**config.mk**
```make
export PLATFORM = sky130hd
export DESIGN_NAME = plt_ctrl
export DESIGN_NICKNAME = d
export VERILOG_FILES = /design/src/design/piecewise_linear_transfer_table_defines.svh /design/src/design/plt_pkg.sv /design/src/design/plt_ctrl.sv
export SDC_FILE = /design/constraint.sdc
export NUM_CORES = 1
export LEC_CHECK = 0
export ABC_CLOCK_PERIOD_IN_PS = 2000
export BUFFER_PORTS_ARGS = -buffer_cell sky130_fd_sc_hd__buf_4
export CAP_MARGIN = 20
export CORE_MARGIN = 2
export CORE_UTILIZATION = 46
export DETAILED_ROUTE_END_ITERATION = 10
export GPL_ROUTABILITY_DRIVEN = 1
export PLACE_DENSITY = 0.79
export RECOVER_POWER = 100
export REMOVE_ABC_BUFFERS = 1
export SETUP_SLACK_MARGIN = 0.15
export SLEW_MARGIN = 20
export SYNTH_ARGS = -nofsm -noshare
export SYNTH_HDL_FRONTEND = slang
export SYNTH_SLANG_ARGS = --single-unit
```
**constraint.sdc**
```tcl
create_clock -name clk_i -period 2 [get_ports clk_i]
set_input_delay 0.4 -clock clk_i [delete_from_list [all_inputs] [get_ports clk_i]]
set_output_delay 0.4 -clock clk_i [all_outputs]
set_load 0.05 [all_outputs]
```
**src/design/piecewise_linear_transfer_table_defines.svh**
```systemverilog
// assertion macros shared by the piecewise linear transfer table rtl
// expects clk_i and rst_ni in the scope of each use
`ifndef PIECEWISE_LINEAR_TRANSFER_TABLE_DEFINES_SVH
`define PIECEWISE_LINEAR_TRANSFER_TABLE_DEFINES_SVH

// property that holds at every clock edge outside reset
`define PLT_ASSERT_ALWAYS(lbl, expr) \
  lbl: assert property (@(posedge clk_i) disable iff (!rst_ni) (expr)) \
    else $error("plt assertion failed");

// consequence in the cycle after the trigger
`define PLT_ASSERT_NEXT(lbl, ante, cons) \
  lbl: assert property (@(posedge clk_i) disable iff (!rst_ni) (ante) |=> (cons)) \
    else $error("plt assertion failed");

`endif

```
**src/design/plt_pkg.sv**
```systemverilog
// types, codes and constants of the piecewise linear transfer table
// used by every module of the block except plt_ram, no dependencies
package plt_pkg;

  localparam int unsigned PLT_MAX_POINTS = 64;
  localparam int unsigned PLT_PROD_W     = 50;
  localparam int unsigned PLT_DEN_W      = 16;

  localparam logic [1:0] CMD_MAP    = 2'd0;
  localparam logic [1:0] CMD_INSERT = 2'd1;
  localparam logic [1:0] CMD_REMOVE = 2'd2;
  localparam logic [1:0] CMD_CLEAR  = 2'd3;

  localparam logic [1:0] STAT_OK      = 2'd0;
  localparam logic [1:0] STAT_IGNORED = 2'd1;
  localparam logic [1:0] STAT_RANGE   = 2'd2;

  typedef struct packed {
    logic [1:0]         cmd;
    logic signed [15:0] level;
    logic signed [31:0] point_value;
    logic [5:0]         position;
  } plt_in_t;

  typedef struct packed {
    logic signed [31:0] mapped;
    logic [6:0]         points_held;
    logic [1:0]         status;
  } plt_out_t;

  typedef struct packed {
    logic signed [15:0] level;
    logic signed [31:0] value;
  } plt_entry_t;

  typedef enum logic [2:0] {K_HOLD, K_ZERO, K_COUNT, K_POS, K_INC, K_DEC} k_op_e;
  typedef enum logic [1:0] {RD_K, RD_KM1, RD_KP1} rd_off_e;
  typedef enum logic [1:0] {WR_NONE, WR_RDATA, WR_NEW} wr_sel_e;
  typedef enum logic [1:0] {CNT_HOLD, CNT_INC, CNT_DEC, CNT_CLR} cnt_op_e;
  typedef enum logic [1:0] {RES_ZERO, RES_RDATA, RES_INTERP} res_sel_e;

  typedef struct packed {
    logic       capture;
    k_op_e      k_op;
    rd_off_e    rd_off;
    wr_sel_e    wr_sel;
    cnt_op_e    cnt_op;
    logic       prev_ld;
    logic       cur_ld;
    logic       mul_en;
    logic       div_start;
    logic       finish;
    res_sel_e   res_sel;
    logic [1:0] stat;
    logic       out_load;
  } plt_cmd_t;

  typedef struct packed {
    logic [1:0] cmd;
    logic       cnt_zero;
    logic       full;
    logic       pos_bad;
    logic       k_zero;
    logic       k_last;
    logic       s_lt_x;
    logic       s_eq_x;
    logic       x_gt_s;
    logic       div_busy;
    logic       out_free;
  } plt_sts_t;

endpackage

```
**src/design/plt_ctrl.sv**
```systemverilog
// controller state machine sequencing map, insert, remove and clear
// depends on plt_pkg for command and status structs
module plt_ctrl (
  input  logic              clk_i,
  input  logic              rst_ni,
  input  logic              in_valid_i,
  output logic              in_stall_o,
  input  plt_pkg::plt_sts_t sts_i,
  output plt_pkg::plt_cmd_t cmd_o
);
  import plt_pkg::*;

  localparam logic [3:0] S_IDLE   = 4'd0;
  localparam logic [3:0] S_DISP   = 4'd1;
  localparam logic [3:0] S_MFIRST = 4'd2;
  localparam logic [3:0] S_MSCAN  = 4'd3;
  localparam logic [3:0] S_MMUL   = 4'd4;
  localparam logic [3:0] S_MDST   = 4'd5;
  localparam logic [3:0] S_MDIV   = 4'd6;
  localparam logic [3:0] S_INS    = 4'd7;
  localparam logic [3:0] S_REM    = 4'd8;
  localparam logic [3:0] S_DONE   = 4'd9;

  logic [3:0] state_q, state_d;

  always_ff @(posedge clk_i or negedge rst_ni) begin
    if (!rst_ni) begin
      state_q <= S_IDLE;
    end else begin
      state_q <= state_d;
    end
  end

  assign in_stall_o = state_q != S_IDLE;

  always_comb begin
    cmd_o           = '0;
    cmd_o.k_op      = K_HOLD;
    cmd_o.rd_off    = RD_K;
    cmd_o.wr_sel    = WR_NONE;
    cmd_o.cnt_op    = CNT_HOLD;
    cmd_o.res_sel   = RES_ZERO;
    cmd_o.stat      = STAT_OK;
    state_d         = state_q;
    unique case (state_q)
      S_IDLE: begin
        if (in_valid_i) begin
          cmd_o.capture = 1'b1;
          state_d       = S_DISP;
        end
      end
      S_DISP: begin
        unique case (sts_i.cmd)
          CMD_MAP: begin
            if (sts_i.cnt_zero) begin
              cmd_o.finish = 1'b1;
              cmd_o.stat   = STAT_RANGE;
              state_d      = S_DONE;
            end else begin
              cmd_o.k_op = K_ZERO;
              state_d    = S_MFIRST;
            end
          end
          CMD_INSERT: begin
            if (sts_i.full) begin
              cmd_o.finish = 1'b1;
              cmd_o.stat   = STAT_IGNORED;
              state_d      = S_DONE;
            end else begin
              cmd_o.k_op   = K_COUNT;
              cmd_o.rd_off = RD_KM1;
              state_d      = S_INS;
            end
          end
          CMD_REMOVE: begin
            if (sts_i.pos_bad) begin
              cmd_o.finish = 1'b1;
              cmd_o.stat   = STAT_IGNORED;
              state_d      = S_DONE;
            end else begin
              cmd_o.k_op   = K_POS;
              cmd_o.rd_off = RD_KP1;
              state_d      = S_REM;
            end
          end
          CMD_CLEAR: begin
            cmd_o.cnt_op = CNT_CLR;
            cmd_o.finish = 1'b1;
            state_d      = S_DONE;
          end
          default: state_d = S_DONE;
        endcase
      end
      S_MFIRST, S_MSCAN: begin
        if (state_q == S_MSCAN && sts_i.x_gt_s) begin
          cmd_o.cur_ld = 1'b1;
          state_d      = S_MMUL;
        end else begin
          cmd_o.prev_ld = 1'b1;
          if (state_q == S_MFIRST && sts_i.s_lt_x) begin
            cmd_o.finish = 1'b1;
            cmd_o.stat   = STAT_RANGE;
            state_d      = S_DONE;
          end else if (sts_i.k_last) begin
            // end of table: only an exact hit on the last level maps
            cmd_o.finish  = 1'b1;
            cmd_o.res_sel = sts_i.s_eq_x ? RES_RDATA : RES_ZERO;
            cmd_o.stat    = sts_i.s_eq_x ? STAT_OK : STAT_RANGE;
            state_d       = S_DONE;
          end else begin
            cmd_o.k_op = K_INC;
            state_d    = S_MSCAN;
          end
        end
      end
      S_MMUL: begin
        cmd_o.mul_en = 1'b1;
        state_d      = S_MDST;
      end
      S_MDST: begin
        cmd_o.div_start = 1'b1;
        state_d         = S_MDIV;
      end
      S_MDIV: begin
        if (!sts_i.div_busy) begin
          cmd_o.finish  = 1'b1;
          cmd_o.res_sel = RES_INTERP;
          state_d       = S_DONE;
        end
      end
      S_INS: begin
        if (sts_i.k_zero || !sts_i.x_gt_s) begin
          cmd_o.wr_sel = WR_NEW;
          cmd_o.cnt_op = CNT_INC;
          cmd_o.finish = 1'b1;
          state_d      = S_DONE;
        end else begin
          cmd_o.wr_sel = WR_RDATA;
          cmd_o.k_op   = K_DEC;
          cmd_o.rd_off = RD_KM1;
        end
      end
      S_REM: begin
        if (sts_i.k_last) begin
          cmd_o.cnt_op = CNT_DEC;
          cmd_o.finish = 1'b1;
          state_d      = S_DONE;
        end else begin
          cmd_o.wr_sel = WR_RDATA;
          cmd_o.k_op   = K_INC;
          cmd_o.rd_off = RD_KP1;
        end
      end
      S_DONE: begin
        if (sts_i.out_free) begin
          cmd_o.out_load = 1'b1;
          state_d        = S_IDLE;
        end
      end
      default: state_d = S_IDLE;
    endcase
  end

endmodule

```
==> flow_metrics.py, run 1 <==
metrics = {
    "run_status": {
        "status": "aborted with a tool error",
        "stop_stage": "4_1_cts",
        "error_line": "[ERROR DPL-0033] detailed placement checks failed during check placement.",
    },
    "clocking": {
        "cts_root_buf": "clkbuf_4",
        "cts_max_level": 1,
        "cts_setup_buffers": 20,
        "max-clock-path-buffers": 2,
        "cts_hold_buf": 1,
        "cts.sinks": 4,
        "cts_buffers": 3,
        "cts_resized": 42,
    },
    "placement": {
        "dpl.hpwl_um": 2150,
        "place.gp.congestion": 0.876,
        "place_worst_setup_slack_ns": -0.179,
        "port_buffers": 35,
    },
    "yosys": {
        "synth_commonest_cells": "nand2_1 (13), nor2_1 (11), o21ai_0 (9)",
        "synth.most_common_cell": "nand2_1",
        "yosysTopAreaCellShare": 0.131,
        "yosysWarnings": 0,
        "ys_ff_latch": 4,
        "avgSynthCellArea_um2": 7.04,
        "yosysSeqAreaShare": 0.131,
        "synth.largest_area_cell": "dfrtp_1",
        "ys_async_sr_fraction": 1.00,
        "synth_area_um2": 767,
        "ys_types": 42,
        "synth_cells": 109,
        "synth_edf_count": 0,
        "synth-main-ff-cell": "dfrtp_1",
        "synth_area_leaders": "dfrtp_1 (13%), ha_1 (8.2%), nand2_1 (6.4%), o21ai_0 (5.9%), nor2_1 (5.4%)",
    },
    "floorplan": {
        "start_util": 0.498,
        "die_w_um": 44.8,
        "boundaryPins": 36,
        "die_h_um": 44.8,
        "rows": 14,
    },
}
## kinds of logic after synthesis
| logic type | count (synthesis) | share of synthesized area |
|---|---|---|
| AND/OR/NAND/NOR | 56 | 0.409 |
| AO/OA/AOI/OAI | 30 | 0.281 |
| buffers and inverters | 13 | 0.0848 |
| adder cells (fa/ha/maj) | 5 | 0.0816 |
| flip-flops | 4 | 0.131 |
| multiplexers | 1 | 0.0131 |
## through the flow
step | setup TNS, ns | utilization | cells | cell area, um^2
after global placement | -0.0754 | 0.770 | 178 | 1190
after detailed placement | -0.179 | 0.770 | 178 | 1190
after floorplan | -4.49 | - | 104 | 732
==> run 2: changes to the inputs <==
CORE_AREA = 2 2 63 65   (was default)
CORE_MARGIN = default   (was 2)
CORE_UTILIZATION = default   (was 46)
DIE_AREA = 0 0 65 67   (was default)
PLACE_DENSITY = default   (was 0.79)
PLACE_DENSITY_LB_ADDON = 0.15   (was default)
SETUP_SLACK_MARGIN = default   (was 0.15)
==> flow_metrics.py, run 2 <==
metrics = {
    "sta": {
        "tns_ns": -0.636,
        "fmax_ghz": 0.458,
        "finalMaxSlewViolations": 0,
        "post-route-min-period_ns": 2.18,
        "rsz0062_at_grt": "true",
        "finalHoldViolCount": 0,
        "finalWorstSetupSlack_ns": -0.183,
        "holdWs_ns": 0.530,
        "skew_ns": 0.00412,
        "min_period_over_period": 1.09,
        "worst_pin_slew_ns": 0.800,
        "setup_viol": 8,
        "slew_headroom": 0.462,
    },
    "grt": {
        "antenna_found_initial": 0,
        "grt_use_met1": 0.187,
        "globalRouteMet3Util": 0.0186,
        "use_met2": 0.273,
        "grt_pass1_vias": 1150,
        "overflow": 0,
        "grt.busiest_layer": "met2",
        "grt_first_pass_wirelength_um": 5180,
        "grt_usage": 0.154,
        "grt_start_max_net_pins": 8,
    },
    "cells_and_area": {
        "regMostFlops": "state_q",
        "num_antenna_cells": 0,
        "area_growth_pct": 114,
        "fill_cells": 395,
        "drive_gt1_frac": 0.594,
        "nets": 214,
        "layout_common_cells": "buf_4 (67), buf_6 (12), nand2_1 (11)",
        "largestRegisters": "state_q: 4 flops",
        "fin_util": 0.454,
        "final_common_cell": "buf_4",
        "largest_reg_flops": 4,
        "stdcell_count": 240,
    },
    "power_and_ir_drop": {
        "power_leakage_nw": 0.790,
        "p_per_area_nw_per_um2": 1420,
        "peakVddDrop_mv": 0.694,
    },
    "yosys": {
        "avgSynthCellArea_um2": 7.04,
        "yosysSeqAreaShare": 0.131,
        "synth.most_common_cell": "nand2_1",
        "synth_area_um2": 767,
        "synth.largest_area_cell": "dfrtp_1",
        "yosysTopAreaCellShare": 0.131,
        "synth_edf_count": 0,
        "synth_cells": 109,
        "ys_ff_latch": 4,
        "synth_commonest_cells": "nand2_1 (13), nor2_1 (11), o21ai_0 (9)",
        "synth_area_leaders": "dfrtp_1 (13%), ha_1 (8.2%), nand2_1 (6.4%), o21ai_0 (5.9%), nor2_1 (5.4%)",
        "ys_types": 42,
        "ys_async_sr_fraction": 1.00,
        "yosysWarnings": 0,
        "synth-main-ff-cell": "dfrtp_1",
    },
    "placement": {
        "dpl.hpwl_um": 2520,
        "dp_cells": 222,
        "port_buffers": 35,
        "place.gp.congestion": 0.839,
    },
    "worst_setup_path": {
        "cp_data_required_time_ns": 1.60,
        "cp_cell_sequence": "nor4b_4, buf_4, nand2b_4, a21oi_2, or4_4, buf_8",
        "path_buf_inv": 2,
        "slowest_stage": "or4_4",
        "crit_arrival_ns": 1.78,
        "path_class": "flop to output pin",
        "crit_path_max_fanout": 7,
        "endpoint_kind": "output pin",
        "slowest_delay_ns": 0.54,
        "cp_top_family": "simple AND/OR/NAND/NOR gates",
        "start_kind": "flop",
    },
    "floorplan": {
        "die_h_um": 67,
        "die_w_um": 65,
        "rows": 22,
        "start_util": 0.213,
        "boundaryPins": 36,
        "die-area_um2": 4360,
        "core_area_um2": 3610,
    },
    "detailed_routing": {
        "antenna_left": 0,
        "drt_first_pass_iters": 4,
        "route.detailed.drc": 0,
        "wl_um": 3250,
        "vias": 1156,
        "routedWlPerCell_um": 13.5,
        "drtIter0Drc": 53,
        "avgViaCountPerCell": 4.82,
    },
    "run_status": {
        "status": "complete, but fails checks",
        "violations": "setup timing",
    },
    "clocking": {
        "clk_pin_slew_worst_paths_ns": 0.03,
        "cts_root_buf": "clkbuf_8",
        "cts_max_level": 1,
        "clock_latency_ns": 0.22,
        "cts_tree": "built",
        "max-clock-path-buffers": 2,
        "cts_buffers": 3,
        "cts.sinks": 4,
    },
    "min_path": {
        "hold_path.class": "input pin to async pin",
    },
    "job": {
        "drv_cap": 0,
    },
}
## run 2: area by class of cell
cell class | count | area (um^2) | area share
Multi-Input combinational cell | 92 | 706 | 0.431
Timing Repair Buffer | 85 | 691 | 0.422
Sequential cell | 4 | 103 | 0.0626
Tap cell | 48 | 60.1 | 0.0367
Clock buffer | 3 | 41.3 | 0.0252
Inverter | 8 | 37.5 | 0.0229
## run 2: cell families (layout without fill, tap and decap cells)
family	count (synthesis)	after routing	synth area share
buffers and inverters	13	96	0.0848
AO/OA/AOI/OAI	30	30	0.281
AND/OR/NAND/NOR	56	56	0.409
adder cells (fa/ha/maj)	5	5	0.0816
flip-flops	4	4	0.131
multiplexers	1	1	0.0131
## run 2: through the flow
step | setup WS, ns | power [mW] | area (um^2)
after global placement | -0.0954 | 1.76 | 1320
after global routing | -0.238 | 2.46 | 1640
final | -0.183 | 2.32 | 1640
after floorplan | -0.899 | 1.09 | 732
after detailed placement | -0.143 | 1.76 | 1320
after CTS | -0.130 | 2.10 | 1480
## run 2: worst paths after layout
path / start / depth (start not counted) / end / slack (ns)
min in group clk_i: sts_i[0] / 4 / state_q[3] / 0.55
min reg2reg: state_q[3] / 2 / state_q[2] / 0.65
max: state_q[0] / 6 / cmd_o[5] / -0.18
min: rst_ni / 2 / state_q[2] / 0.53
max in group asynchronous: rst_ni / 2 / state_q[1] / 1.28
max reg2reg: state_q[0] / 6 / state_q[1] / 0.07
## run 2: power breakdown
group | switching, mW | leakage, nW | total (mW) | internal (mW)
Clock | 0.0419 | 0.0216 | 0.170 | 0.128
Combinational | 1.05 | 0.719 | 1.97 | 0.921
Sequential | 0.0534 | 0.0493 | 0.178 | 0.125
## run 2: timing repair
item,CTS,global route
gates resized for setup,27,25
endpoints found under the setup margin,11,11
gates cloned,0,0
endpoints found under the hold margin,4,0
hold buffers,1,0
pin swaps,5,8
buffers inserted,5,10
## run 2: layer usage
| layer | wire (um) | share of wire |
|---|---|---|
| met1 | 1380 | 0.42 |
| met2 | 1650 | 0.51 |
| met3 | 178 | 0.055 |
| met4 | 43 | 0.013 |
| met5 | 0 | 0 |
Power figures use the tool's default switching activity.
==> run 3: changes to the inputs <==
ABC_AREA = 1   (was default)
MAX_ROUTING_LAYER = met4   (was default)
==> flow_metrics.py, run 3 <==
metrics = {
    "clocking": {
        "cts_root_buf": "clkbuf_8",
        "cts_buffers": 3,
        "max-clock-path-buffers": 2,
        "clock_latency_ns": 0.23,
        "cts_max_level": 1,
        "cts.sinks": 4,
        "cts_tree": "built",
        "clk_pin_slew_worst_paths_ns": 0.03,
    },
    "detailed_routing": {
        "route.detailed.drc": 0,
        "drtIter0Drc": 39,
        "vias": 981,
        "antenna_left": 0,
        "wl_met3_um": 127,
        "met1_length_um": 1030,
        "routedWlPerCell_um": 11.5,
        "routed.top_layer": "met4",
        "wl_met2_um": 1320,
        "wl_um": 2550,
        "drt_first_pass_iters": 4,
        "avgViaCountPerCell": 4.42,
    },
    "yosys": {
        "synth.most_common_cell": "nand2_1",
        "synth_cells": 128,
        "synth_edf_count": 0,
        "yosysSeqAreaShare": 0.143,
        "synth_area_um2": 698,
        "ys_types": 18,
        "yosysWarnings": 0,
        "yosysTopAreaCellShare": 0.183,
        "synth-main-ff-cell": "dfrtp_1",
        "synth.largest_area_cell": "nand2_1",
        "synth_commonest_cells": "nand2_1 (34), inv_1 (24), nor2_1 (22)",
        "ys_ff_latch": 4,
        "avgSynthCellArea_um2": 5.45,
        "synth_area_leaders": "nand2_1 (18%), dfrtp_1 (14%), inv_1 (13%), nor2_1 (12%), nand3_1 (11%)",
        "ys_async_sr_fraction": 1.00,
    },
    "sta": {
        "min_period_over_period": 0.982,
        "skew_ns": 0.00462,
        "finalHoldViolCount": 0,
        "worst_pin_slew_ns": 0.324,
        "fmax_ghz": 0.509,
        "slew_headroom": 0.782,
        "finalWorstSetupSlack_ns": 0.0370,
        "rsz0062_at_grt": "true",
        "post-route-min-period_ns": 1.96,
        "finalMaxSlewViolations": 0,
        "setup_viol": 0,
    },
    "cells_and_area": {
        "area_growth_pct": 75.3,
        "layout_common_cells": "buf_4 (36), nand2_1 (31), inv_1 (20)",
        "final_common_cell": "buf_4",
        "drive_gt1_frac": 0.408,
        "largest_reg_flops": 4,
        "regMostFlops": "state_q",
        "multi_input_area_um2": 578,
        "seq_area_um2": 105,
        "largestRegisters": "state_q: 4 flops",
        "fin_util": 0.339,
        "nets": 196,
        "fill_cells": 401,
        "num_antenna_cells": 0,
    },
    "floorplan": {
        "die_h_um": 67,
        "rows": 22,
        "die-area_um2": 4360,
        "boundaryPins": 36,
        "start_util": 0.194,
        "core_area_um2": 3610,
        "die_w_um": 65,
    },
    "grt": {
        "overflow": 0,
        "antenna_found_initial": 0,
        "grt_first_pass_wirelength_um": 3980,
        "grt_usage": 0.121,
        "grt_start_max_net_pins": 7,
        "grt_pass1_vias": 955,
    },
    "worst_setup_path": {
        "crit_path_max_fanout": 5,
        "cp_data_required_time_ns": 1.60,
        "reg2regPathDepth": 9,
        "start_kind": "flop",
        "path_class": "flop to output pin",
        "endpoint_kind": "output pin",
        "crit_arrival_ns": 1.56,
    },
    "placement": {
        "place_worst_setup_slack_ns": 0.139,
        "place.gp.congestion": 0.854,
        "port_buffers": 35,
        "dpl.hpwl_um": 2050,
    },
    "min_path": {
        "hold_path.class": "input pin to async pin",
    },
    "run_status": {
        "status": "completed",
    },
    "power_and_ir_drop": {
        "power_leakage_nw": 0.681,
        "peakVddDrop_mv": 0.287,
        "p_per_area_nw_per_um2": 1300,
    },
    "job": {
        "drv_cap": 0,
    },
}
## run 3: cell count changes after synthesis, sizes merged, moves of 4 or more
cell,change
nand2,+23
inv,+17
nor2,+15
nand3,+11
nand2b,-7
o21ai,-6
buf,-4
## run 3: per-stage QoR
step | total power, mW | std cells | area (um^2) | setup TNS, ns | hold slack, ns
floorplan | 0.887 | 128 | 698 | -3.30 | 0.104
finish | 1.59 | 222 | 1220 | 0 | 0.547
CTS | 1.41 | 219 | 1100 | -0.0139 | 0.509
detailed placement | 1.17 | 212 | 1030 | 0 | 0.199
global route | 1.70 | 222 | 1220 | -0.0818 | 0.575
global placement | 1.18 | 212 | 1030 | 0 | 0.197
## run 3: layout make-up
| cell class | instances | share of cell area |
|---|---|---|
| Multi-Input combinational cell | 99 | 0.472 |
| Clock buffer | 3 | 0.0337 |
| Tap cell | 48 | 0.0491 |
| Sequential cell | 4 | 0.0859 |
| Inverter | 25 | 0.0808 |
| Timing Repair Buffer | 43 | 0.278 |
## run 3: logic make-up after synthesis
| logic type | after synthesis | share of synthesized area |
|---|---|---|
| AND/OR/NAND/NOR | 83 | 0.536 |
| buffers and inverters | 25 | 0.134 |
| flip-flops | 4 | 0.143 |
| AO/OA/AOI/OAI | 11 | 0.0968 |
| adder cells (fa/ha/maj) | 5 | 0.0896 |
## run 3: critical path: stages, from the launching register on
cell and delay, ns:
dfrtp_2 0.46, nor2_4 0.16, nand3_1 0.13, nand2_1 0.15
nand3_1 0.15, o31ai_4 0.09, buf_6 0.19
## run 3: metal layers
metal,vias up,GRT usage
li1,492,-
met1,452,0.132
met2,30,0.206
met3,7,0.0203
met4,0,0.0718
met5,-,-
## run 3: repair_timing
action	CTS	global route
hold buffers	1	0
buffers inserted	3	3
endpoints found under the hold margin	4	0
setup endpoints to repair	5	8
gates resized for setup	2	31
pin swaps	1	5
## run 3: final timing paths
| path | slack (ns) | from | to |
|---|---|---|---|
| setup reg to reg | 0.58 | state_q[1] | state_q[0] |
| hold / removal | 0.55 | rst_ni | state_q[2] |
| setup / recovery | 0.04 | state_q[3] | cmd_o[2] |
| max in group asynchronous | 1.24 | rst_ni | state_q[1] |
| hold reg to reg | 0.61 | state_q[0] | state_q[0] |
| min in group clk_i | 0.61 | state_q[0] | state_q[0] |
## run 3: power breakdown
group          internal [mW]  switching [mW]
Combinational          0.418           0.792
Clock                  0.129          0.0483
Sequential             0.123          0.0794
Total                  0.670           0.920
==> run 4: changes to the inputs <==
BUFFER_PORTS_ARGS = default   (was -buffer_cell sky130_fd_sc_hd__buf_4)
DONT_BUFFER_PORTS = 1   (was default)
==> flow_metrics.py, run 4 (synthesis gave the netlist of run 3 again) <==
metrics = {
    "detailed_routing": {
        "routedWlPerCell_um": 11.3,
        "drtIter0Drc": 26,
        "route.detailed.drc": 0,
        "drt_first_pass_iters": 4,
        "vias": 890,
        "avgViaCountPerCell": 4.36,
        "wl_um": 2300,
        "antenna_left": 0,
    },
    "grt": {
        "grt_pass1_vias": 853,
        "grt_start_max_net_pins": 7,
        "grt_first_pass_wirelength_um": 3670,
        "overflow": 0,
        "antenna_found_initial": 0,
        "grt_usage": 0.110,
    },
    "floorplan": {
        "die_w_um": 65,
        "core_area_um2": 3610,
        "die-area_um2": 4360,
        "die_h_um": 67,
        "boundaryPins": 36,
        "rows": 22,
        "start_util": 0.194,
    },
    "sta": {
        "setup_viol": 0,
        "finalMaxSlewViolations": 0,
        "fmax_ghz": 0.509,
        "skew_ns": 0.00136,
        "post-route-min-period_ns": 1.96,
        "finalHoldViolCount": 0,
        "rsz0062_at_grt": "true",
        "worst_pin_slew_ns": 0.417,
        "min_period_over_period": 0.982,
        "slew_headroom": 0.721,
    },
    "clocking": {
        "cts_max_level": 1,
        "clock_latency_ns": 0.22,
        "cts_root_buf": "clkbuf_8",
        "cts_buffers": 3,
        "clk_pin_slew_worst_paths_ns": 0.03,
        "cts.sinks": 4,
        "cts_tree": "built",
        "max-clock-path-buffers": 2,
    },
    "cells_and_area": {
        "final_common_cell": "nand2_1",
        "stdcell_count": 204,
        "num_antenna_cells": 0,
        "largestRegisters": "state_q: 4 flops",
        "area_growth_pct": 54.8,
        "fin_util": 0.300,
        "fin_area_um2": 1080,
        "drive_gt1_frac": 0.346,
        "nets": 178,
        "regMostFlops": "state_q",
        "fill_cells": 404,
        "layout_common_cells": "nand2_1 (31), inv_1 (20), nor2_1 (20)",
        "largest_reg_flops": 4,
    },
    "worst_setup_path": {
        "path_class": "flop to output pin",
        "slowest_stage": "dfrtp_2",
        "path_buf_inv": 2,
        "reg2regPathDepth": 8,
        "slowest_delay_ns": 0.47,
        "critPathMostFrequentCell": "nand2_2",
        "start_kind": "flop",
        "path_depth": 6,
        "r2r-end": "state_q[0]",
        "cp_top_family": "flip-flops",
        "r2r-start": "state_q[2]",
        "crit_arrival_ns": 1.56,
        "reg2reg_slack_ns": 0.34,
        "endpoint_kind": "output pin",
        "cp_data_required_time_ns": 1.60,
        "crit_path_max_fanout": 5,
        "cp_cell_sequence": "inv_4, nand2_2, nor2_4, nand2_2, o31ai_4, buf_6",
    },
    "run_status": {
        "status": "completed",
    },
    "placement": {
        "postPlaceCellArea_um2": 948,
        "dpl.hpwl_um": 1980,
        "port_buffers": 0,
        "place.gp.congestion": 0.817,
        "dp_cells": 197,
    },
    "power_and_ir_drop": {
        "peakVddDrop_mv": 0.332,
        "power_leakage_nw": 0.592,
        "p_per_area_nw_per_um2": 1370,
    },
    "job": {
        "drv_cap": 0,
    },
    "min_path": {
        "hold_path.class": "input pin to async pin",
    },
}
==> run 4: repair_timing <==
action / 4_1_cts / 5_1_grt
pin swaps: 2 / 2
endpoints found under the setup margin: 6 / 8
setup buffers: 3 / 0
hold endpoints to repair: 4 / 0
hold buffers: 1 / 0
resized for setup: 7 / 20
==> run 4: final cells by class <==
cell class	count	area, um^2	share of cell area
clock buffers	3	41.3	0.0382
inverters	25	98.8	0.0914
multi-input cells	99	592	0.547
flip-flops and latches	4	104	0.0961
well taps	48	60.1	0.0556
repair buffers	25	185	0.171
==> run 4: worst max path at each step <==
stage                endpoint  slack (ns)       start
global route         cmd_o[2]       -0.03  state_q[3]
CTS                  cmd_o[2]       0.008  state_q[3]
detailed placement   cmd_o[2]        0.17  state_q[3]
global placement     cmd_o[5]        0.16  state_q[0]
finish               cmd_o[2]        0.04  state_q[3]
floorplan           cmd_o[18]       -0.66  state_q[2]
==> run 4: metal layers <==
metal / GRT usage / up-vias / share of wire
met5: - / - / 0
met4: 0.0319 / 0 / 0.011
met3: 0.0287 / 4 / 0.067
met2: 0.196 / 24 / 0.51
met1: 0.122 / 397 / 0.42
li1: - / 465 / -
==> run 4: worst reg2reg max path, cell delays in order (launching register included) <==
cell,delay [ns]
dfrtp_2,0.43
buf_4,0.15
nor2_4,0.14
nand3_2,0.12
nand2_1,0.12
clkbuf_2,0.30
nor2_1,0.11
nand2_1,0.10
nand2_1,0.05
==> run 4: report_power, final <==
part           internal, mW  switching, mW  total, mW
Sequential            0.120         0.0648      0.185
Combinational         0.345          0.779       1.12
Clock                 0.128         0.0427      0.171
==> run 4: stage by stage <==
step / setup slack [ns] / setup TNS [ns] / hold slack, ns / total power [mW]
floorplan: -0.663 / -3.30 / 0.104 / 0.887
global placement: 0.162 / 0 / 0.105 / 1.21
detailed placement: 0.170 / 0 / 0.105 / 1.20
CTS: 0.00836 / 0 / 0.459 / 1.44
global route: -0.0305 / -0.0919 / 0.472 / 1.60
finish: 0.0350 / 0 / 0.456 / 1.48
